**src/rtl/vuh_pkg.sv**
```systemverilog
package vuh_pkg;

    localparam int MAX_LEADING_ZEROS_DEF = 20;
    localparam int MAX_CPB_ENTRIES_DEF   = 32;
    localparam int MAX_SUB_LAYERS_DEF    = 7;
    localparam int QUEUE_DEPTH           = 4;

    localparam logic [1:0] ST_OK      = 2'd0;
    localparam logic [1:0] ST_WARN    = 2'd1;
    localparam logic [1:0] ST_INVALID = 2'd2;

    localparam logic [5:0] ID_ASPECT_FLAG    = 6'd0;
    localparam logic [5:0] ID_SAR_W          = 6'd1;
    localparam logic [5:0] ID_OVERSCAN_FLAG  = 6'd3;
    localparam logic [5:0] ID_SIGNAL_FLAG    = 6'd5;
    localparam logic [5:0] ID_VIDEO_FORMAT   = 6'd6;
    localparam logic [5:0] ID_COLOUR_FLAG    = 6'd8;
    localparam logic [5:0] ID_PRIMARIES      = 6'd9;
    localparam logic [5:0] ID_TRANSFER       = 6'd10;
    localparam logic [5:0] ID_MATRIX         = 6'd11;
    localparam logic [5:0] ID_CHROMA_FLAG    = 6'd12;
    localparam logic [5:0] ID_WINDOW_FLAG    = 6'd18;
    localparam logic [5:0] ID_TIMING_FLAG    = 6'd23;
    localparam logic [5:0] ID_POC_FLAG       = 6'd26;
    localparam logic [5:0] ID_TICKS_POC      = 6'd27;
    localparam logic [5:0] ID_HRD_FLAG       = 6'd28;
    localparam logic [5:0] ID_NAL_FLAG       = 6'd29;
    localparam logic [5:0] ID_VCL_FLAG       = 6'd30;
    localparam logic [5:0] ID_SUBPIC_FLAG    = 6'd31;
    localparam logic [5:0] ID_TICK_DIV       = 6'd32;
    localparam logic [5:0] ID_DU_INC_LEN     = 6'd33;
    localparam logic [5:0] ID_DPB_DU_LEN     = 6'd35;
    localparam logic [5:0] ID_CPB_SIZE_SCALE = 6'd37;
    localparam logic [5:0] ID_CPB_DU_SCALE   = 6'd38;
    localparam logic [5:0] ID_INIT_DELAY_LEN = 6'd39;
    localparam logic [5:0] ID_AU_DELAY_LEN   = 6'd40;
    localparam logic [5:0] ID_DPB_DELAY_LEN  = 6'd41;
    localparam logic [5:0] ID_FIXED_GEN      = 6'd42;
    localparam logic [5:0] ID_FIXED_CVS      = 6'd43;
    localparam logic [5:0] ID_ELEM_DUR       = 6'd44;
    localparam logic [5:0] ID_LOW_DELAY      = 6'd45;
    localparam logic [5:0] ID_CPB_CNT        = 6'd46;
    localparam logic [5:0] ID_BIT_RATE       = 6'd47;
    localparam logic [5:0] ID_CPB_SIZE       = 6'd48;
    localparam logic [5:0] ID_CPB_SIZE_DU    = 6'd49;
    localparam logic [5:0] ID_BIT_RATE_DU    = 6'd50;
    localparam logic [5:0] ID_CBR            = 6'd51;
    localparam logic [5:0] ID_RESTRICT_FLAG  = 6'd52;
    localparam logic [5:0] ID_MV_OVER_BOUND  = 6'd54;
    localparam logic [5:0] ID_MIN_SEG        = 6'd56;
    localparam logic [5:0] ID_BYTES_DENOM    = 6'd57;
    localparam logic [5:0] ID_BITS_DENOM     = 6'd58;
    localparam logic [5:0] ID_MV_H           = 6'd59;
    localparam logic [5:0] ID_MV_V           = 6'd60;
    localparam logic [5:0] POS_ASPECT_IDC    = 6'd61;
    localparam logic [5:0] POS_LAST          = 6'd61;

    // 0 marks an exp-Golomb code; two pad entries for unused positions
    localparam logic [5:0] READ_WIDTH [64] = '{
        6'd1, 6'd16, 6'd16, 6'd1, 6'd1, 6'd1, 6'd3, 6'd1, 6'd1, 6'd8,
        6'd8, 6'd8, 6'd1, 6'd0, 6'd0, 6'd1, 6'd1, 6'd1, 6'd1, 6'd0,
        6'd0, 6'd0, 6'd0, 6'd1, 6'd32, 6'd32, 6'd1, 6'd0, 6'd1, 6'd1,
        6'd1, 6'd1, 6'd8, 6'd5, 6'd1, 6'd5, 6'd4, 6'd4, 6'd4, 6'd5,
        6'd5, 6'd5, 6'd1, 6'd1, 6'd0, 6'd1, 6'd0, 6'd0, 6'd0, 6'd0,
        6'd0, 6'd1, 6'd1, 6'd1, 6'd1, 6'd1, 6'd0, 6'd0, 6'd0, 6'd0,
        6'd0, 6'd8, 6'd0, 6'd0
    };

    localparam logic [7:0] ASPECT_W [17] = '{
        8'd0, 8'd1, 8'd12, 8'd10, 8'd16, 8'd40, 8'd24, 8'd20, 8'd32,
        8'd80, 8'd18, 8'd15, 8'd64, 8'd160, 8'd4, 8'd3, 8'd2
    };
    localparam logic [7:0] ASPECT_H [17] = '{
        8'd0, 8'd1, 8'd11, 8'd11, 8'd11, 8'd33, 8'd11, 8'd11, 8'd11,
        8'd33, 8'd11, 8'd11, 8'd33, 8'd99, 8'd3, 8'd2, 8'd1
    };

    typedef struct packed {
        logic bit_value;
        logic header_start;
    } in_item_t;

    typedef struct packed {
        logic [5:0]  element_id;
        logic [31:0] element_value;
        logic [2:0]  sub_layer;
        logic [4:0]  cpb_index;
        logic        hrd_kind;
        logic [1:0]  status;
        logic        last_of_run;
        logic        header_done;
    } out_item_t;

    // one decoded element, expanded into its results by the back end
    typedef struct packed {
        logic [5:0]  pos;
        logic [31:0] value;
        logic        err;
        logic [2:0]  layer;
        logic [4:0]  entry;
        logic        vclpass;
        logic        done;
    } event_t;

    function automatic logic [31:0] default_value(input logic [5:0] id);
        logic [31:0] r;
        r = 32'd0;
        case (id)
            ID_VIDEO_FORMAT:                        r = 32'd5;
            ID_PRIMARIES, ID_TRANSFER, ID_MATRIX:   r = 32'd2;
            ID_TICKS_POC, ID_FIXED_CVS, ID_CPB_CNT: r = 32'd1;
            ID_MV_OVER_BOUND, ID_BITS_DENOM:        r = 32'd1;
            ID_BYTES_DENOM:                         r = 32'd2;
            ID_MV_H, ID_MV_V:                       r = 32'd15;
            default:                                r = 32'd0;
        endcase
        return r;
    endfunction

endpackage

```
**src/rtl/vuh_front.sv**
```systemverilog
module vuh_front #(
    parameter int MAX_LEADING_ZEROS = vuh_pkg::MAX_LEADING_ZEROS_DEF,
    parameter int MAX_CPB_ENTRIES   = vuh_pkg::MAX_CPB_ENTRIES_DEF,
    parameter int MAX_SUB_LAYERS    = vuh_pkg::MAX_SUB_LAYERS_DEF
) (
    input  logic             clk,
    input  logic             rst_n,
    input  logic             take,
    input  vuh_pkg::in_item_t item,
    input  logic [2:0]       max_sub_layers,
    output logic             ev_valid,
    output vuh_pkg::event_t  ev
);
    import vuh_pkg::*;

    localparam logic [4:0] LZ_MAX  = 5'(MAX_LEADING_ZEROS);
    localparam logic [5:0] CPB_MAX = 6'(MAX_CPB_ENTRIES);
    localparam logic [2:0] SL_MAX  = 3'(MAX_SUB_LAYERS);
    localparam int FL_NAL = 0;
    localparam int FL_VCL = 1;
    localparam int FL_SUBPIC = 2;
    localparam int FL_VCLPASS = 3;

    logic        idle_reg, idle_next;
    logic [5:0]  pos_reg, pos_next;
    logic [5:0]  cnt_reg, cnt_next;
    logic [31:0] acc_reg, acc_next;
    logic [4:0]  lz_reg, lz_next;
    logic        sfx_reg, sfx_next;
    logic [2:0]  layer_reg, layer_next;
    logic [5:0]  entry_reg, entry_next;
    logic [5:0]  total_reg, total_next;
    logic [3:0]  flags_reg, flags_next;

    logic        e_idle;
    logic [5:0]  e_pos, e_cnt, e_entry, e_total;
    logic [31:0] e_acc;
    logic [4:0]  e_lz;
    logic        e_sfx;
    logic [2:0]  e_layer;
    logic [3:0]  e_flags;

    logic [5:0]  width;
    logic [31:0] acc_sh, cv;
    logic [5:0]  cnt_inc, entry_inc;
    logic        do_cmp, do_err;
    logic [2:0]  lim, layer_inc;
    logic [5:0]  nl_pos;
    logic [3:0]  fl30;

    always_comb
    begin
        if (item.header_start)
        begin
            e_idle = 1'b0; e_pos = 6'd0; e_cnt = 6'd0; e_acc = 32'd0;
            e_lz = 5'd0; e_sfx = 1'b0; e_layer = 3'd0; e_entry = 6'd0;
            e_total = 6'd1; e_flags = 4'd0;
        end
        else
        begin
            e_idle = idle_reg; e_pos = pos_reg; e_cnt = cnt_reg; e_acc = acc_reg;
            e_lz = lz_reg; e_sfx = sfx_reg; e_layer = layer_reg; e_entry = entry_reg;
            e_total = total_reg; e_flags = flags_reg;
        end
    end

    always_comb
    begin
        if (max_sub_layers == 3'd0)
            lim = 3'd1;
        else if (max_sub_layers > SL_MAX)
            lim = SL_MAX;
        else
            lim = max_sub_layers;
        layer_inc = e_layer + 3'd1;
        nl_pos    = (layer_inc < lim) ? ID_FIXED_GEN : ID_RESTRICT_FLAG;
        width     = READ_WIDTH[e_pos];
        acc_sh    = {e_acc[30:0], item.bit_value};
        cnt_inc   = e_cnt + 6'd1;
        entry_inc = e_entry + 6'd1;
        fl30      = e_flags;

        idle_next = e_idle; pos_next = e_pos; cnt_next = e_cnt; acc_next = e_acc;
        lz_next = e_lz; sfx_next = e_sfx; layer_next = e_layer; entry_next = e_entry;
        total_next = e_total; flags_next = e_flags;

        do_cmp = 1'b0;
        do_err = 1'b0;
        cv     = 32'd0;

        ev_valid   = 1'b0;
        ev.pos     = e_pos;
        ev.value   = 32'd0;
        ev.err     = 1'b0;
        ev.layer   = e_layer;
        ev.entry   = e_entry[4:0];
        ev.vclpass = e_flags[FL_VCLPASS];
        ev.done    = 1'b0;

        if (!e_idle && e_pos > POS_LAST)
            idle_next = 1'b1;
        else if (!e_idle)
        begin
            if (width != 6'd0)
            begin
                acc_next = acc_sh;
                cnt_next = cnt_inc;
                if (cnt_inc >= width)
                begin
                    do_cmp = 1'b1;
                    cv     = acc_sh;
                end
            end
            else if (!e_sfx)
            begin
                if (item.bit_value)
                begin
                    if (e_lz == 5'd0)
                        do_cmp = 1'b1;
                    else
                    begin
                        sfx_next = 1'b1;
                        cnt_next = 6'd0;
                        acc_next = 32'd0;
                    end
                end
                else if (e_lz >= LZ_MAX)
                    do_err = 1'b1;
                else
                    lz_next = e_lz + 5'd1;
            end
            else
            begin
                acc_next = acc_sh;
                cnt_next = cnt_inc;
                if (cnt_inc >= {1'b0, e_lz})
                begin
                    do_cmp = 1'b1;
                    cv     = ((32'd1 << e_lz) - 32'd1) + acc_sh;
                end
            end

            if (do_err || do_cmp)
            begin
                cnt_next = 6'd0;
                acc_next = 32'd0;
                lz_next  = 5'd0;
                sfx_next = 1'b0;
                ev_valid = 1'b1;
            end

            if (do_err)
            begin
                ev.err = 1'b1;
                if (e_pos >= ID_FIXED_GEN && e_pos <= ID_BIT_RATE_DU)
                    pos_next = ID_RESTRICT_FLAG;
                else
                begin
                    idle_next = 1'b1;
                    ev.done   = 1'b1;
                end
            end

            if (do_cmp)
            begin
                ev.value = cv;
                pos_next = e_pos + 6'd1;
                case (e_pos)
                    ID_ASPECT_FLAG:
                        pos_next = (cv != 32'd0) ? POS_ASPECT_IDC : ID_OVERSCAN_FLAG;
                    POS_ASPECT_IDC:
                    begin
                        if (cv == 32'd255)
                        begin
                            ev_valid = 1'b0;
                            pos_next = ID_SAR_W;
                        end
                        else
                            pos_next = ID_OVERSCAN_FLAG;
                    end
                    ID_OVERSCAN_FLAG:
                        pos_next = (cv != 32'd0) ? e_pos + 6'd1 : ID_SIGNAL_FLAG;
                    ID_SIGNAL_FLAG:
                        pos_next = (cv != 32'd0) ? ID_VIDEO_FORMAT : ID_CHROMA_FLAG;
                    ID_COLOUR_FLAG:
                        pos_next = (cv != 32'd0) ? ID_PRIMARIES : ID_CHROMA_FLAG;
                    ID_CHROMA_FLAG:
                        pos_next = (cv != 32'd0) ? e_pos + 6'd1 : e_pos + 6'd3;
                    ID_WINDOW_FLAG:
                        pos_next = (cv != 32'd0) ? e_pos + 6'd1 : ID_TIMING_FLAG;
                    ID_TIMING_FLAG:
                        pos_next = (cv != 32'd0) ? e_pos + 6'd1 : ID_RESTRICT_FLAG;
                    ID_POC_FLAG:
                        pos_next = (cv != 32'd0) ? ID_TICKS_POC : ID_HRD_FLAG;
                    ID_HRD_FLAG:
                        pos_next = (cv != 32'd0) ? ID_NAL_FLAG : ID_RESTRICT_FLAG;
                    ID_NAL_FLAG:
                        flags_next[FL_NAL] = e_flags[FL_NAL] | (cv != 32'd0);
                    ID_VCL_FLAG:
                    begin
                        fl30[FL_VCL] = e_flags[FL_VCL] | (cv != 32'd0);
                        flags_next   = fl30;
                        layer_next   = 3'd0;
                        pos_next     = (fl30[FL_NAL] || fl30[FL_VCL]) ?
                                       ID_SUBPIC_FLAG : ID_FIXED_GEN;
                    end
                    ID_SUBPIC_FLAG:
                    begin
                        if (cv != 32'd0)
                        begin
                            flags_next[FL_SUBPIC] = 1'b1;
                            pos_next = ID_TICK_DIV;
                        end
                        else
                            pos_next = ID_TICK_DIV + 6'd4;
                    end
                    ID_CPB_SIZE_SCALE:
                        pos_next = e_flags[FL_SUBPIC] ? ID_CPB_DU_SCALE : ID_INIT_DELAY_LEN;
                    ID_DPB_DELAY_LEN:
                    begin
                        layer_next = 3'd0;
                        pos_next   = ID_FIXED_GEN;
                    end
                    ID_FIXED_GEN:
                        pos_next = (cv != 32'd0) ? ID_ELEM_DUR : ID_FIXED_CVS;
                    ID_FIXED_CVS:
                        pos_next = (cv != 32'd0) ? ID_ELEM_DUR : ID_LOW_DELAY;
                    ID_ELEM_DUR:
                        pos_next = ID_CPB_CNT;
                    ID_LOW_DELAY, ID_CPB_CNT:
                    begin
                        if (e_pos == ID_LOW_DELAY && cv == 32'd0)
                            pos_next = ID_CPB_CNT;
                        else
                        begin
                            if (e_pos == ID_LOW_DELAY)
                                total_next = 6'd1;
                            else if (cv >= 32'(MAX_CPB_ENTRIES))
                                total_next = CPB_MAX;
                            else
                                total_next = cv[5:0] + 6'd1;
                            if (e_flags[FL_NAL] || e_flags[FL_VCL])
                            begin
                                flags_next[FL_VCLPASS] = !e_flags[FL_NAL];
                                entry_next = 6'd0;
                                pos_next   = ID_BIT_RATE;
                            end
                            else
                            begin
                                layer_next = layer_inc;
                                pos_next   = nl_pos;
                            end
                        end
                    end
                    ID_CPB_SIZE:
                        pos_next = e_flags[FL_SUBPIC] ? ID_CPB_SIZE_DU : ID_CBR;
                    ID_CBR:
                    begin
                        entry_next = entry_inc;
                        if (entry_inc < e_total)
                            pos_next = ID_BIT_RATE;
                        else if (!e_flags[FL_VCLPASS] && e_flags[FL_VCL])
                        begin
                            flags_next[FL_VCLPASS] = 1'b1;
                            entry_next = 6'd0;
                            pos_next   = ID_BIT_RATE;
                        end
                        else
                        begin
                            layer_next = layer_inc;
                            pos_next   = nl_pos;
                        end
                    end
                    ID_RESTRICT_FLAG:
                    begin
                        if (cv == 32'd0)
                        begin
                            idle_next = 1'b1;
                            ev.done   = 1'b1;
                        end
                    end
                    ID_MV_V:
                    begin
                        idle_next = 1'b1;
                        ev.done   = 1'b1;
                    end
                    default:
                        pos_next = e_pos + 6'd1;
                endcase
            end
        end
    end

    always_ff @(posedge clk or negedge rst_n)
    begin
        if (!rst_n)
        begin
            idle_reg  <= 1'b1;
            pos_reg   <= 6'd0;
            cnt_reg   <= 6'd0;
            acc_reg   <= 32'd0;
            lz_reg    <= 5'd0;
            sfx_reg   <= 1'b0;
            layer_reg <= 3'd0;
            entry_reg <= 6'd0;
            total_reg <= 6'd1;
            flags_reg <= 4'd0;
        end
        else if (take)
        begin
            idle_reg  <= idle_next;
            pos_reg   <= pos_next;
            cnt_reg   <= cnt_next;
            acc_reg   <= acc_next;
            lz_reg    <= lz_next;
            sfx_reg   <= sfx_next;
            layer_reg <= layer_next;
            entry_reg <= entry_next;
            total_reg <= total_next;
            flags_reg <= flags_next;
        end
    end

endmodule

```
**src/rtl/vuh_fifo.sv**
```systemverilog
module vuh_fifo #(
    parameter int DEPTH = vuh_pkg::QUEUE_DEPTH
) (
    input  logic            clk,
    input  logic            rst_n,
    input  logic            push,
    input  vuh_pkg::event_t din,
    output logic            full,
    input  logic            pop,
    output logic            not_empty,
    output vuh_pkg::event_t dout
);
    import vuh_pkg::*;

    localparam int PW = (DEPTH > 1) ? $clog2(DEPTH) : 1;
    localparam int CW = $clog2(DEPTH + 1);
    localparam logic [PW-1:0] PTR_LAST = PW'(DEPTH - 1);
    localparam logic [CW-1:0] CNT_FULL = CW'(DEPTH);

    event_t          mem [DEPTH];
    logic [PW-1:0]   wr_reg, rd_reg;
    logic [CW-1:0]   count_reg, count_next;

    assign full      = (count_reg == CNT_FULL);
    assign not_empty = (count_reg != '0);
    assign dout      = mem[rd_reg];

    always_comb
    begin
        count_next = count_reg;
        if (push && !pop)
            count_next = count_reg + CW'(1);
        else if (pop && !push)
            count_next = count_reg - CW'(1);
    end

    always_ff @(posedge clk)
    begin
        if (push)
            mem[wr_reg] <= din;
    end

    always_ff @(posedge clk or negedge rst_n)
    begin
        if (!rst_n)
        begin
            wr_reg    <= '0;
            rd_reg    <= '0;
            count_reg <= '0;
        end
        else
        begin
            if (push)
                wr_reg <= (wr_reg == PTR_LAST) ? '0 : wr_reg + PW'(1);
            if (pop)
                rd_reg <= (rd_reg == PTR_LAST) ? '0 : rd_reg + PW'(1);
            count_reg <= count_next;
        end
    end

    a_count_bound: assert property (@(posedge clk) disable iff (!rst_n)
        count_reg <= CNT_FULL)
        else $error("queue count beyond depth");

endmodule

```
**src/rtl/vuh_back.sv**
```systemverilog
module vuh_back #(
    parameter int MAX_CPB_ENTRIES = vuh_pkg::MAX_CPB_ENTRIES_DEF
) (
    input  logic               clk,
    input  logic               rst_n,
    input  logic               ev_valid,
    input  vuh_pkg::event_t    ev,
    output logic               pop,
    output logic               out_valid,
    input  logic               out_stall,
    output vuh_pkg::out_item_t out_data
);
    import vuh_pkg::*;

    logic [3:0]  idx_reg, idx_next;
    logic        out_valid_reg, out_valid_next;
    out_item_t   out_reg, out_next;

    logic [3:0]  n;
    logic        vz, load, last;
    logic [5:0]  id;
    logic [31:0] v, val;
    logic [1:0]  st;
    logic        per_layer, per_cpb;

    always_comb
    begin
        v  = ev.value;
        vz = (v == 32'd0);
        case (ev.pos)
            ID_ASPECT_FLAG:   n = vz ? 4'd3 : 4'd1;
            POS_ASPECT_IDC:   n = 4'd2;
            ID_OVERSCAN_FLAG: n = vz ? 4'd2 : 4'd1;
            ID_SIGNAL_FLAG:   n = vz ? 4'd7 : 4'd1;
            ID_COLOUR_FLAG:   n = vz ? 4'd4 : 4'd1;
            ID_CHROMA_FLAG:   n = vz ? 4'd3 : 4'd1;
            ID_WINDOW_FLAG:   n = vz ? 4'd5 : 4'd1;
            ID_TIMING_FLAG:   n = vz ? 4'd6 : 4'd1;
            ID_POC_FLAG:      n = vz ? 4'd2 : 4'd1;
            ID_FIXED_GEN:     n = vz ? 4'd1 : 4'd2;
            ID_ELEM_DUR:      n = 4'd2;
            ID_LOW_DELAY:     n = vz ? 4'd1 : 4'd2;
            ID_RESTRICT_FLAG: n = vz ? 4'd9 : 4'd1;
            default:          n = 4'd1;
        endcase
        if (ev.err)
            n = 4'd1;

        id = (ev.pos == POS_ASPECT_IDC) ? 6'(ID_SAR_W + 6'(idx_reg))
                                        : 6'(ev.pos + 6'(idx_reg));
        st  = ST_OK;
        val = v;
        if (ev.err)
        begin
            val = 32'd0;
            st  = ST_INVALID;
        end
        else if (ev.pos == POS_ASPECT_IDC)
        begin
            if (v <= 32'd16)
                val = 32'(idx_reg == 4'd0 ? ASPECT_W[v[4:0]] : ASPECT_H[v[4:0]]);
            else
                val = 32'd0;
        end
        else if (idx_reg != 4'd0)
            val = default_value(id);
        else
        begin
            case (ev.pos)
                ID_VIDEO_FORMAT: val = (v > 32'd5) ? 32'd5 : v;
                ID_PRIMARIES:
                    val = (vz || v == 32'd3 || v >= 32'd11) ? 32'd2 : v;
                ID_TRANSFER:
                    val = (vz || v == 32'd3 || v >= 32'd18) ? 32'd2 : v;
                ID_MATRIX:   val = (vz || v >= 32'd11) ? 32'd2 : v;
                ID_TICK_DIV: val = v + 32'd2;
                ID_TICKS_POC, ID_DU_INC_LEN, ID_DPB_DU_LEN, ID_INIT_DELAY_LEN,
                ID_AU_DELAY_LEN, ID_DPB_DELAY_LEN, ID_ELEM_DUR, ID_BIT_RATE,
                ID_CPB_SIZE, ID_CPB_SIZE_DU, ID_BIT_RATE_DU:
                    val = v + 32'd1;
                ID_CPB_CNT:
                begin
                    if (v >= 32'(MAX_CPB_ENTRIES))
                    begin
                        val = 32'(MAX_CPB_ENTRIES);
                        st  = ST_WARN;
                    end
                    else
                        val = v + 32'd1;
                end
                ID_MIN_SEG:
                    if (v > 32'd4095) begin val = 32'd0; st = ST_WARN; end
                ID_BYTES_DENOM:
                    if (v > 32'd16) begin val = 32'd2; st = ST_WARN; end
                ID_BITS_DENOM:
                    if (v > 32'd16) begin val = 32'd1; st = ST_WARN; end
                ID_MV_H, ID_MV_V:
                    if (v > 32'd15) begin val = 32'd15; st = ST_WARN; end
                default: val = v;
            endcase
        end

        per_layer = (id >= ID_FIXED_GEN) && (id <= ID_CBR);
        per_cpb   = (id >= ID_BIT_RATE) && (id <= ID_CBR);
        last      = (idx_reg == n - 4'd1);
        load      = ev_valid && (!out_valid_reg || !out_stall);
        pop       = load && last;

        out_next               = out_reg;
        out_next.element_id    = id;
        out_next.element_value = val;
        out_next.sub_layer     = per_layer ? ev.layer : 3'd0;
        out_next.cpb_index     = per_cpb ? ev.entry : 5'd0;
        out_next.hrd_kind      = per_cpb ? ev.vclpass : 1'b0;
        out_next.status        = st;
        out_next.last_of_run   = last;
        out_next.header_done   = last && ev.done;

        idx_next       = load ? (last ? 4'd0 : idx_reg + 4'd1) : idx_reg;
        out_valid_next = load ? 1'b1 : (out_valid_reg && out_stall);
    end

    always_ff @(posedge clk or negedge rst_n)
    begin
        if (!rst_n)
        begin
            idx_reg       <= 4'd0;
            out_valid_reg <= 1'b0;
        end
        else
        begin
            idx_reg       <= idx_next;
            out_valid_reg <= out_valid_next;
        end
    end

    always_ff @(posedge clk)
    begin
        if (load)
            out_reg <= out_next;
    end

    assign out_valid = out_valid_reg;
    assign out_data  = out_reg;

    a_done_is_last: assert property (@(posedge clk) disable iff (!rst_n)
        out_valid && out_data.header_done |-> out_data.last_of_run)
        else $error("header end not on last result of a run");

    a_scalar_fields: assert property (@(posedge clk) disable iff (!rst_n)
        out_valid && out_data.element_id < ID_FIXED_GEN
        |-> out_data.sub_layer == 3'd0 && out_data.cpb_index == 5'd0)
        else $error("loop index on a non-loop element");

    a_id_range: assert property (@(posedge clk) disable iff (!rst_n)
        out_valid |-> out_data.element_id <= ID_MV_V && out_data.status <= ST_INVALID)
        else $error("element id or status out of range");

endmodule

```
**src/rtl/video_usability_header_parser.sv**
```systemverilog
// Path: a bit's first result passes through the event queue and then the output register.
// Throughput: one bit per cycle while the event queue is not full; a bit whose element
//   fans out into k results yields them one by one, and a 4-entry event queue absorbs the bursts.
// Up to 9 results per bit (restriction defaults), one result per cycle while out_stall is low.
// Reset: parser idle until a header start, sub-layer count 1, queue and output empty.
module video_usability_header_parser #(
    parameter int MAX_LEADING_ZEROS = vuh_pkg::MAX_LEADING_ZEROS_DEF,
    parameter int MAX_CPB_ENTRIES   = vuh_pkg::MAX_CPB_ENTRIES_DEF,
    parameter int MAX_SUB_LAYERS    = vuh_pkg::MAX_SUB_LAYERS_DEF
) (
    input  logic               clk,
    input  logic               rst_n,
    input  logic               in_valid,
    output logic               in_stall,
    input  vuh_pkg::in_item_t  in_data,
    output logic               out_valid,
    input  logic               out_stall,
    output vuh_pkg::out_item_t out_data,
    input  logic               cfg_valid,
    output logic               cfg_ready,
    input  logic [2:0]         cfg_data
);
    import vuh_pkg::*;

    logic       cfg_we;
    logic [2:0] max_sub_layers_reg;
    logic       take, ev_valid, q_full, q_valid, q_pop;
    event_t     ev, q_ev;

    assign cfg_ready = 1'b1;
    assign in_stall  = q_full;
    assign take      = in_valid && !q_full;
    assign cfg_we    = cfg_valid && cfg_ready;

    always_ff @(posedge clk or negedge rst_n)
    begin
        if (!rst_n)
            max_sub_layers_reg <= 3'd1;
        else if (cfg_we)
            max_sub_layers_reg <= cfg_data;
    end

    vuh_front #(
        .MAX_LEADING_ZEROS (MAX_LEADING_ZEROS),
        .MAX_CPB_ENTRIES   (MAX_CPB_ENTRIES),
        .MAX_SUB_LAYERS    (MAX_SUB_LAYERS)
    ) u_front (
        .clk            (clk),
        .rst_n          (rst_n),
        .take           (take),
        .item           (in_data),
        .max_sub_layers (max_sub_layers_reg),
        .ev_valid       (ev_valid),
        .ev             (ev)
    );

    vuh_fifo #(
        .DEPTH (QUEUE_DEPTH)
    ) u_fifo (
        .clk       (clk),
        .rst_n     (rst_n),
        .push      (take && ev_valid),
        .din       (ev),
        .full      (q_full),
        .pop       (q_pop),
        .not_empty (q_valid),
        .dout      (q_ev)
    );

    vuh_back #(
        .MAX_CPB_ENTRIES (MAX_CPB_ENTRIES)
    ) u_back (
        .clk       (clk),
        .rst_n     (rst_n),
        .ev_valid  (q_valid),
        .ev        (q_ev),
        .pop       (q_pop),
        .out_valid (out_valid),
        .out_stall (out_stall),
        .out_data  (out_data)
    );

endmodule
```
**config.mk**
```make
export PLATFORM = sky130hd
export DESIGN_NAME = video_usability_header_parser
export DESIGN_NICKNAME = d
export VERILOG_FILES = /design/src/rtl/vuh_pkg.sv /design/src/rtl/vuh_front.sv /design/src/rtl/vuh_fifo.sv /design/src/rtl/vuh_back.sv /design/src/rtl/video_usability_header_parser.sv
export SDC_FILE = /design/constraint.sdc
export NUM_CORES = 1
export LEC_CHECK = 0
export BUFFER_PORTS_ARGS = -buffer_cell sky130_fd_sc_hd__buf_2
export CORE_ASPECT_RATIO = 0.5
export CORE_MARGIN = 1
export CORE_UTILIZATION = 40
export DETAILED_ROUTE_END_ITERATION = 12
export GPL_TIMING_DRIVEN = 1
export PLACE_DENSITY = 0.55
export SYNTH_ARGS = -nofsm -noshare
export SYNTH_HDL_FRONTEND = slang
export SYNTH_SLANG_ARGS = --single-unit
```
**constraint.sdc**
```tcl
create_clock -name clk -period 11.28 [get_ports clk]
set_clock_uncertainty 0.15 [all_clocks]
set_input_delay 0.564 -clock clk [delete_from_list [all_inputs] [get_ports clk]]
set_output_delay 0.564 -clock clk [all_outputs]
set_load 0.01 [all_outputs]
```
* Word-level counts from Yosys, hierarchy flattened
Memory sizes are Yosys's and may differ from the RTL's. Cells that the tools add are included.
Storage, ports and cells: bits in registers 136, RAM bits 196, bits in read-only memories 896, bits of input ports 10, output and inout bits 54, word-level logic and storage cells 393, memories 4
Memories:
- (no name shown) | depth 64, width 6, read ports 1, clocked after memory_dff 0, wr ports 0, line vuh_front.sv:77 | width = READ_WIDTH[e_pos];
- (no name shown) | depth 32, width 8, read ports 1, clocked after memory_dff 0, wr ports 0, line vuh_back.sv:61 | val = 32'(idx_reg == 4'd0 ? ASPECT_W[v[4:0]] : ASPECT_H[v[4:0]]);
- (no name shown) | depth 32, width 8, read ports 1, clocked after memory_dff 0, wr ports 0, line vuh_back.sv:61
- u_fifo.mem | depth 4, width 49, read ports 1, clocked after memory_dff 0, wr ports 1, line vuh_fifo.sv:20 | event_t mem [DEPTH];
Operators by class: add/sub/neg operators 19, $lt $le $gt $ge 23, eq/ne operators 74, shift operators 1, multiplexer cells 188, bitwise logic cells 4, reductions and logical operators 55
Operators with widths (number):
- 2-to-1 mux 32 bit | 27
- case mux 32 bit (11 select lines) | 1
- 2-to-1 mux 6 bit | 44
- equality test 6 bit, second input constant | 40
- case mux 6 bit (20 select lines) | 1
- equality test 6 x 5 -> 1 bit, second input constant | 12
- 2-to-1 mux 33 bit | 2
- greater-or-equal comparator 32 x 6 -> 1 bit, second input constant | 2
- logical NOT 32 bit | 2
- equality test 6 x 4 -> 1 bit, second input constant | 10
- 2-to-1 mux 3 bit | 20
- 2-to-1 mux 1 bit | 55
- 2-to-1 mux 5 bit | 9
- 2-to-1 mux 8 bit | 5
- case mux 4 bit (9 select lines) | 1
- adder 32 x 1 -> 32 bit, second input constant | 1
- adder 32 x 2 -> 32 bit, second input constant | 1
- adder 32 bit | 1
- equality test 32 x 2 -> 1 bit, second input constant | 1
- equality test 32 x 8 -> 1 bit, second input constant | 1
- greater-or-equal comparator 32 x 4 -> 1 bit, second input constant | 1
- greater-or-equal comparator 32 x 5 -> 1 bit, second input constant | 1
- > comparator 32 x 12 -> 1 bit, second input constant | 1
- > comparator 32 x 3 -> 1 bit, second input constant | 1
- 57 further kinds | 124

* Logic depth before layout (Yosys ltp)
Gate-level depths: netlist of run 1.
depth in word-level cells 22, mapped depth 34, gate-level depth less buffers 29

* Hierarchy
A second synthesis of run 1 with hierarchy kept.
Unflattened totals: cell total of the unflattened synthesis 2334, area, all modules 22566.6 µm²
By module, submodules not included:
- vuh_front | instances 1, cells an instance 1338, area each 9439.1 µm², seq. area each 1729.2 µm²
- vuh_fifo | instances 1, cells an instance 294, area each 7546.0 µm², seq. area each 6060.8 µm²
- vuh_back | instances 1, cells an instance 692, area each 5445.2 µm², seq. area each 1656.6 µm²
- video_usability_header_parser | instances 1, cells an instance 10, area each 136.4 µm², seq. area each 76.3 µm²

* Least setup slack after synthesis of run 1
No wires, ideal clock.
path type input -> register, from in in_data[0] (netlist name), to mem u_fifo.mem[0][0] (netlist name) (enable), library setup time 412 ps, arrival 6655 ps, required time 10718 ps, slack 4064 ps, stages 27, path buffers 5, cells stage by stage buf_4 buf_6 buf_2 buf_1 nor2b_1 inv_1 ha_1 and2_1 o22ai_1 o32ai_1 nor2_1 ha_1 nand2b_1 a2111oi_0 o21bai_1 a21oi_1 clkbuf_1 nor2_1 nand2_1 o21a_1 inv_1 ha_1 o2111ai_1 inv_1 and4_1 a311oi_2 and2_1
RTL lines:
- start, declared | line video_usability_header_parser.sv:15 | input vuh_pkg::in_item_t in_data,
- end, declared | line vuh_fifo.sv:20

==> results of run 1 <==
==> what timing repair did <==
action,CTS,global route
endpoints found under the hold margin,36,0
endpoints found under the setup margin,0,0
hold buffers,1,0
==> cell type report <==
class,instances,area [sq um]
well taps,744,930.9
fillers,5137,30040
clock buffers,45,934.6
repair buffers,88,510.5
flip-flops and latches,331,9528
inverters,119,446.7
multi-input cells,1697,11560
clock inverters,19,172.7
==> stage by stage <==
step / instances / util / power, mW
final: 3043 / 0.4450 / 6.400
after global placement: 2978 / 0.4244 / 5.222
after CTS: 3043 / 0.4450 / 6.382
after floorplan: 2271 / - / 4.278
after detailed placement: 2978 / 0.4244 / 5.220
after global routing: 3043 / 0.4450 / 6.815
==> cells by family after synthesis <==
logic type | after synthesis
simple gates | 811
compound gates | 627
flops | 331
buf+inv | 243
fa+ha+maj | 118
mux | 83
xor+xnor | 57
other cells | 1
==> Yosys cell counts, types with 7 or more instances <==
cell / number
buf_2: 24
mux2i_1: 18
dfrtp_1: 81
o22ai_1: 26
nand4_1: 18
o211ai_1: 13
a21oi_1: 163
or2_2: 10
buf_1: 14
xor2_1: 27
inv_1: 115
a21o_1: 25
clkbuf_1: 76
a31oi_1: 20
a211oi_1: 14
a22oi_1: 38
o31ai_1: 18
o21ai_1: 14
a311oi_2: 7
and2_1: 23
nand3_1: 58
mux2_2: 15
nand2b_1: 23
ha_1: 114
or3_1: 16
nor2_1: 201
xnor2_1: 30
nor4_1: 31
nand2_1: 259
nor3b_1: 10
edfxtp_1: 247
nor2b_1: 33
nor3_1: 62
a221oi_1: 8
o21bai_1: 11
o21ai_0: 129
and3_1: 20
a22o_1: 28
mux4_2: 48
a21boi_0: 9
nand3b_1: 9
o21a_1: 15
==> worst min-delay path: cells and delay by family <==
family,cells,cell delay [ns]
and+or+nand+nor,1,0.05
buffers and inverters,1,0.08
AOI/OAI and AO/OA,1,0.06
==> worst paths after layout <==
| path | start | endpoint | slack [ns] | depth (start not counted) |
|---|---|---|---|---|
| worst max-delay path | u_front.pos_reg[0]$_DFFE_PN0P_ | u_front.pos_reg[3]$_DFFE_PN0P_ | 3.19 | 20 |
| worst min-delay path | cfg_data[2] | max_sub_layers_reg[2]$_DFFE_PN0P_ | 0.08 | 3 |
| worst max register to register | u_front.pos_reg[0]$_DFFE_PN0P_ | u_front.pos_reg[3]$_DFFE_PN0P_ | 3.19 | 20 |
| worst min register to register | u_front.layer_reg[1]$_DFFE_PN0P_ | u_front.layer_reg[1]$_DFFE_PN0P_ | 0.33 | 2 |
| max in group asynchronous | rst_n | u_front.acc_reg[20]$_DFFE_PN0P_ | 9.47 | 3 |
| min in group asynchronous | rst_n | u_front.pos_reg[1]$_DFFE_PN0P_ | 0.41 | 2 |
==> report_power, final <==
part | internal, mW | switching, mW | total, mW
combinational | 1.16 | 2.32 | 3.48
clock | 0.624 | 0.511 | 1.14
sequential | 1.65 | 0.143 | 1.79
==> routing by layer <==
layer	part of all wire	vias to the layer above
met5	0	-
met4	0.014	0
met3	0.079	81
met2	0.41	773
met1	0.49	9121
li1	-	8498
==> qor.csv, run 1 <==
stage,metric,value,unit
status,run status,completed,
clock_network,CTS H-tree depth,2,
place,port buffer count,62,
worst_setup_path,kind of cell adding the most delay to the critical path,simple AND/OR/NAND/NOR gates,
clock_network,clk buf depth,3,
finish,"commonest non-fill, non-tap cells in the layout","nand2_1, edfxtp_1, nor2_1",
routing,initial DRC count,2130,
routing,Final ANT Viol Nets,0,
clock_network,TritonCTS Buffers,36,
timing,Sum Neg Setup Slack,0,ns
finish,design area,24090,sq um
place,Place WS,2.916,ns
floorplan,die area,56170,sq um
synthesis,Mapped Nets,2398,
synthesis,Yosys top cell area share,0.3361,
synthesis,ranking of synthesized cells by area,"edfxtp_1, dfrtp_1, ha_1",
grt,GR Overflow Total,0,
clock_network,CTS tree,yes,
synthesis,Synth Area in XOR/XNOR,0.02262,
timing,"Worst Setup Slack, final",3.188,ns
synthesis,sequential fraction of the synthesis area,0.4316,
pwr,Worst VDD drop,0.0001404,V
grt,first-pass GRT wire length,105.0,mm
worst_setup_path,Crit-path slowest cell,nor2_1,
pwr,Lkg Pwr,9.188,nW
place,RePlAce Congestion,0.9752,
worst_setup_path,crit-path cells,nor2b_1 > inv_1 > ha_1 > and2_1 > o22ai_1 > o32ai_1 > nor2_1 > ha_1 > nand2b_1 > a2111oi_0 > o21bai_1 > a21oi_1 > or2_1 > o2bb2ai_1 > a211oi_1 > nand4_1 > nor2_1 > nor2_1 > or4_1 > a221o_1,
floorplan,Chip Width,334.2,um
timing,final setup vio count,0,
grt,initial antenna violation count,0,
worst_setup_path,Crit Path Class,reg2reg,
timing,Final min period,8.092,ns
synthesis,Gate Count Post-Synth,2271,
synthesis,ys flop type,edfxtp_1,
worst_hold_path,HP Class,in2reg,
synthesis,largest family of logic cells by synthesized area,compound AO/OA/AOI/OAI gates,
routing,final wirelength,67.42,mm
worst_setup_path,CP peak stage delay,0.95,ns
synthesis,post-synthesis compound-gate area fraction,0.1891,
routing,routed len/inst,22.16,um
grt,M1 GR Usage,0.3730,
clock_network,# clock sinks,331,
floorplan,I/O pin total,64,
timing,Max Fclk,123.6,MHz
floorplan,Die H,168.1,um
synthesis,syn_area_per_cell,9.716,sq um
synthesis,most area-hungry cell type in the Yosys netlist,edfxtp_1,
timing,Slew @ Worst Pin,1.071,ns
worst_setup_path,"Max FO, Critical Path",13,
floorplan,initial core utilization,0.4077,
clock_network,Worst-path clk slew,0.06,ns
grt,vias in the first global route,17450,
worst_setup_path,Critical Path AT,8.38,ns
pwr,power density cells,265.7,nW/um^2
place,dpl cell area,22970,sq um
worst_setup_path,most frequent CP cell,nor2_1,
routing,via count,18470,
worst_setup_path,crit start category,register,
synthesis,Synth Register Bits,331,
timing,Slew HR,0.2862,
timing,fin crit share,0.7174,
finish,max FFs per register,196,
grt,grt peak-use layer,met1,
floorplan,Core ar.,54130,sq um
timing,number of hold violations in the final report,0,
worst_setup_path,Crit path required time,11.57,ns
floorplan,row cnt,60,
grt,largest net degree at the start of global routing,55,
synthesis,Synth Warn #,0,
flow_run,max cap viols,0,
routing,via/cell ratio,6.071,
synthesis,fraction of the mapped netlist area in simple logic gates,0.1778,
finish,"commonest non-fill, non-tap cell in the layout",nand2_1,
timing,RSZ-0062 raised after global routing,false,
place,Final HPWL DP,48.34,mm
grt,Total Routing Usage GR,0.2377,
synthesis,Post-Syn Area,22070,sq um
synthesis,Post-Synth Adder-Cell Area,0.06782,
synthesis,multiplexer share of the synthesized area,0.06583,
routing,DRC viols,0,
clock_network,CTS Root Cell,clkbuf_16,
finish,nets@finish,2400,
grt,met3 usage,0.04342,
timing,"Slew Viols, Final",0,
clock_network,setup bufs post-CTS,0,
synthesis,Yosys cell types,105,
worst_setup_path,Worst Path Buf+Inv,1,
routing,Detailed Routing Iterations Pass 1,7,
finish,"Area growth, synth to finish",9.163,%
grt,GRT met2 Usage,0.3388,
synthesis,"EDFF count, synth",247,
worst_setup_path,CP endpoint kind,register,
timing,Min Hold Slack,0.08115,ns
synthesis,async set-reset flop share out of synthesis,0.2538,
clock_network,Skew-Pair Late Insertion Delay,0.56,ns
finish,share of layout cells above drive strength 1,0.1153,
clock_network,Post-CTS Resized,0,
finish,n_diodes,0,
Note: power is estimated with default switching activity, not from simulation.
==> run 2, diff against run 1 <==
==> constraint.sdc (replaced) <==
create_clock -name clk -period 7.65 [get_ports clk]
set_clock_uncertainty 0.15 [all_clocks]
set_input_delay 0.3825 -clock clk [delete_from_list [all_inputs] [get_ports clk]]
set_output_delay 0.3825 -clock clk [all_outputs]
set_load 0.01 [all_outputs]
==> run 2 against run 1 <==
Net effect:
- cell area increased by 1.4%
- sequential share of layout area decreased by 0.55 points
- final cell count increased by 0.92%
- highest routed layer unchanged
- via count decreased by 0.35%
- critical endpoint is now u_fifo.count_reg[2]$_DFFE_PN0P_
- count of clock-buffer cells in the layout decreased by 6
- clock power increased by 45%
- combinational power increased by 51%
- die area unchanged
- sequential power increased by 48%
- routed wire length decreased by 0.94%
==> qor.csv, run 2 (synthesized netlist as in run 1, its figures left out) <==
stage,metric,value,unit,change
pwr,internal power,5.114,mW,+49%
clock_network,CTS H-tree depth,2,,unchanged
pwr,switch share,0.4645,,about the same
timing,Slew HR,0.2610,,-0.02521
grt,Total Routing Usage GR,0.2362,,-0.001517
worst_setup_path,worst r2r src,u_front.pos_reg[1]$_DFFE_PN0P_,,
routing,DRC viols,0,,unchanged
floorplan,die area,56170,sq um,unchanged
pwr,Logic pwr share,0.549,,+0.006
worst_setup_path,CP endpoint kind,register,,
floorplan,Core ar.,54130,sq um,unchanged
worst_setup_path,kind of cell adding the most delay to the critical path,compound AO/OA/AOI/OAI gates,,
pwr,power density cells,390.9,nW/um^2,+47%
clock_network,setup bufs post-CTS,0,,unchanged
timing,number of hold violations in the final report,0,,unchanged
routing,via/cell ratio,5.994,,-1.3%
finish,"Area growth, synth to finish",10.70,%,
timing,Final min period,6.951,ns,-1.141 ns
worst_setup_path,Worst Path Buf+Inv,5,,+4
routing,initial DRC count,1957,,-8.1%
finish,share of layout cells above drive strength 1,0.1229,,+0.007638
worst_setup_path,crit start category,register,,
timing,Sum Neg Setup Slack,0,ns,unchanged
routing,final wirelength,66.79,mm,-0.94%
clock_network,CTS Root Cell,clkbuf_16,,
grt,GR Overflow Total,0,,unchanged
floorplan,row cnt,60,,unchanged
pwr,Tot Pwr,9.550,mW,+49%
pwr,NetSw,4.435,mW,+49%
worst_setup_path,Crit-path slowest cell,a311oi_2,,
floorplan,Chip Width,334.2,um,unchanged
worst_hold_path,Hold EP,u_front.acc_reg[0]$_DFFE_PN0P_,,
grt,vias in the first global route,17440,,-0.040%
clock_network,clk buf depth,3,,unchanged
timing,Max Fclk,143.9,MHz,+16%
clock_network,CTS tree,yes,,
finish,nets@finish,2428,,+1.2%
clock_network,Skew-Pair Late Insertion Delay,0.55,ns,about the same
timing,fin crit share,0.9087,,+0.1912
pwr,Clock Power Share,0.173,,-0.004
timing,final setup vio count,0,,unchanged
flow_run,max cap viols,0,,unchanged
clock_network,TritonCTS Buffers,34,,-5.6%
worst_setup_path,Crit Reg-Reg Endpoint,u_fifo.count_reg[2]$_DFFE_PN0P_,,
clock_network,Worst-path clk slew,0.07,ns,about the same
worst_setup_path,Crit Path Class,reg2reg,,
worst_setup_path,"Max FO, Critical Path",9,,-4
worst_setup_path,most frequent CP cell,ha_1,,
routing,via count,18410,,-0.35%
clock_network,# clock sinks,331,,unchanged
routing,routed len/inst,21.75,um,-1.8%
status,run status,completed,,
worst_setup_path,R2R Setup Slk,0.70,ns,-2.49 ns
worst_hold_path,HP Class,in2reg,,
grt,first-pass GRT wire length,104.7,mm,-0.35%
routing,Detailed Routing Iterations Pass 1,6,,-1
grt,initial antenna violation count,1,,+1
timing,RSZ-0062 raised after global routing,false,,
finish,"commonest non-fill, non-tap cell in the layout",nand2_1,,
worst_setup_path,Crit path required time,7.95,ns,-3.62 ns
place,port buffer count,62,,unchanged
clock_network,cts-stage hold buffer count,10,,+9
pwr,register share of total power,0.278,,-0.002
worst_setup_path,Critical Path AT,7.25,ns,-1.13 ns
worst_hold_path,Hold Path Depth,2,,-1
floorplan,I/O pin total,64,,unchanged
place,RePlAce Congestion,0.9654,,-1.0%
timing,"Slew Viols, Final",0,,unchanged
routing,Final ANT Viol Nets,0,,unchanged
worst_hold_path,Worst Min Path Start,in_data[1],,
place,Final HPWL DP,48.26,mm,-0.17%
worst_setup_path,CP peak stage delay,0.60,ns,-0.35 ns
pwr,Lkg Pwr,9.347,nW,+1.7%
finish,n_diodes,0,,unchanged
finish,max FFs per register,196,,unchanged
grt,largest net degree at the start of global routing,55,,unchanged
worst_setup_path,R2R depth,27,,+35%
finish,"commonest non-fill, non-tap cells in the layout","nand2_1, edfxtp_1, nor2_1",,
clock_network,Post-CTS Resized,0,,unchanged
floorplan,Die H,168.1,um,unchanged
floorplan,initial core utilization,0.4077,,unchanged
pwr,Worst VDD drop,0.0001653,V,+18%
timing,Slew @ Worst Pin,1.109,ns,+0.03781 ns
## run 2: final cells by class
type                            count  area, sq um
Clock buffer                       39        879.6
Clock inverter                     23        193.9
Fill cell                        5209        29700
Inverter                          119        446.7
Multi-Input combinational cell   1697        11560
Sequential cell                   331         9528
Tap cell                          744        930.9
Timing Repair Buffer              118        883.3
## run 2: power by group through the flow
stage	combinational (mW)	clock [mW]	sequential (mW)
final	5.24	1.65	2.65
after global routing	5.67	1.76	2.70
after CTS	5.17	1.69	2.66
after detailed placement	5.13	0	2.70
after global placement	5.15	0	2.69
after floorplan	3.66	0	2.65
## run 2: worst max path at each step
stage,start,to,slack (ns),cells past startpoint
final,u_front.pos_reg[1]$_DFFE_PN0P_,u_fifo.count_reg[2]$_DFFE_PN0P_,0.70,27
after global routing,u_front.pos_reg[1]$_DFFE_PN0P_,u_fifo.count_reg[2]$_DFFE_PN0P_,0.28,27
after CTS,u_front.pos_reg[1]$_DFFE_PN0P_,u_fifo.count_reg[2]$_DFFE_PN0P_,0.83,27
after detailed placement,in_data[0],u_fifo.count_reg[2]$_DFFE_PN0P_,0.73,29
after global placement,in_data[0],u_fifo.count_reg[2]$_DFFE_PN0P_,0.87,29
after floorplan,in_data[0],u_fifo.mem[3][0]$_DFFE_PP_,0.62,27
## run 2: layer usage
| metal | share of wire | wire [um] | vias to the layer above | GRT usage |
|---|---|---|---|---|
| met4 | 0.018 | 1210 | 0 | 0.05106 |
| met5 | 0 | 0 | - | 0 |
| li1 | - | - | 8568 | - |
| met2 | 0.41 | 27510 | 776 | 0.3371 |
| met3 | 0.074 | 4929 | 88 | 0.03029 |
| met1 | 0.50 | 33130 | 8976 | 0.3754 |
## run 2: stage by stage
step / worst slack, ns / std cells / util / cell area, sq um / hold slack (ns)
after floorplan: 0.6151 / 2271 / - / 22070 / -0.06309
after global placement: 0.8663 / 2999 / 0.4296 / 23250 / 0.2885
after detailed placement: 0.7260 / 2999 / 0.4296 / 23250 / 0.2879
after CTS: 0.8329 / 3071 / 0.4513 / 24430 / 0.08747
after global routing: 0.2835 / 3071 / 0.4513 / 24430 / 0.1211
final: 0.6988 / 3071 / 0.4513 / 24430 / 0.1249
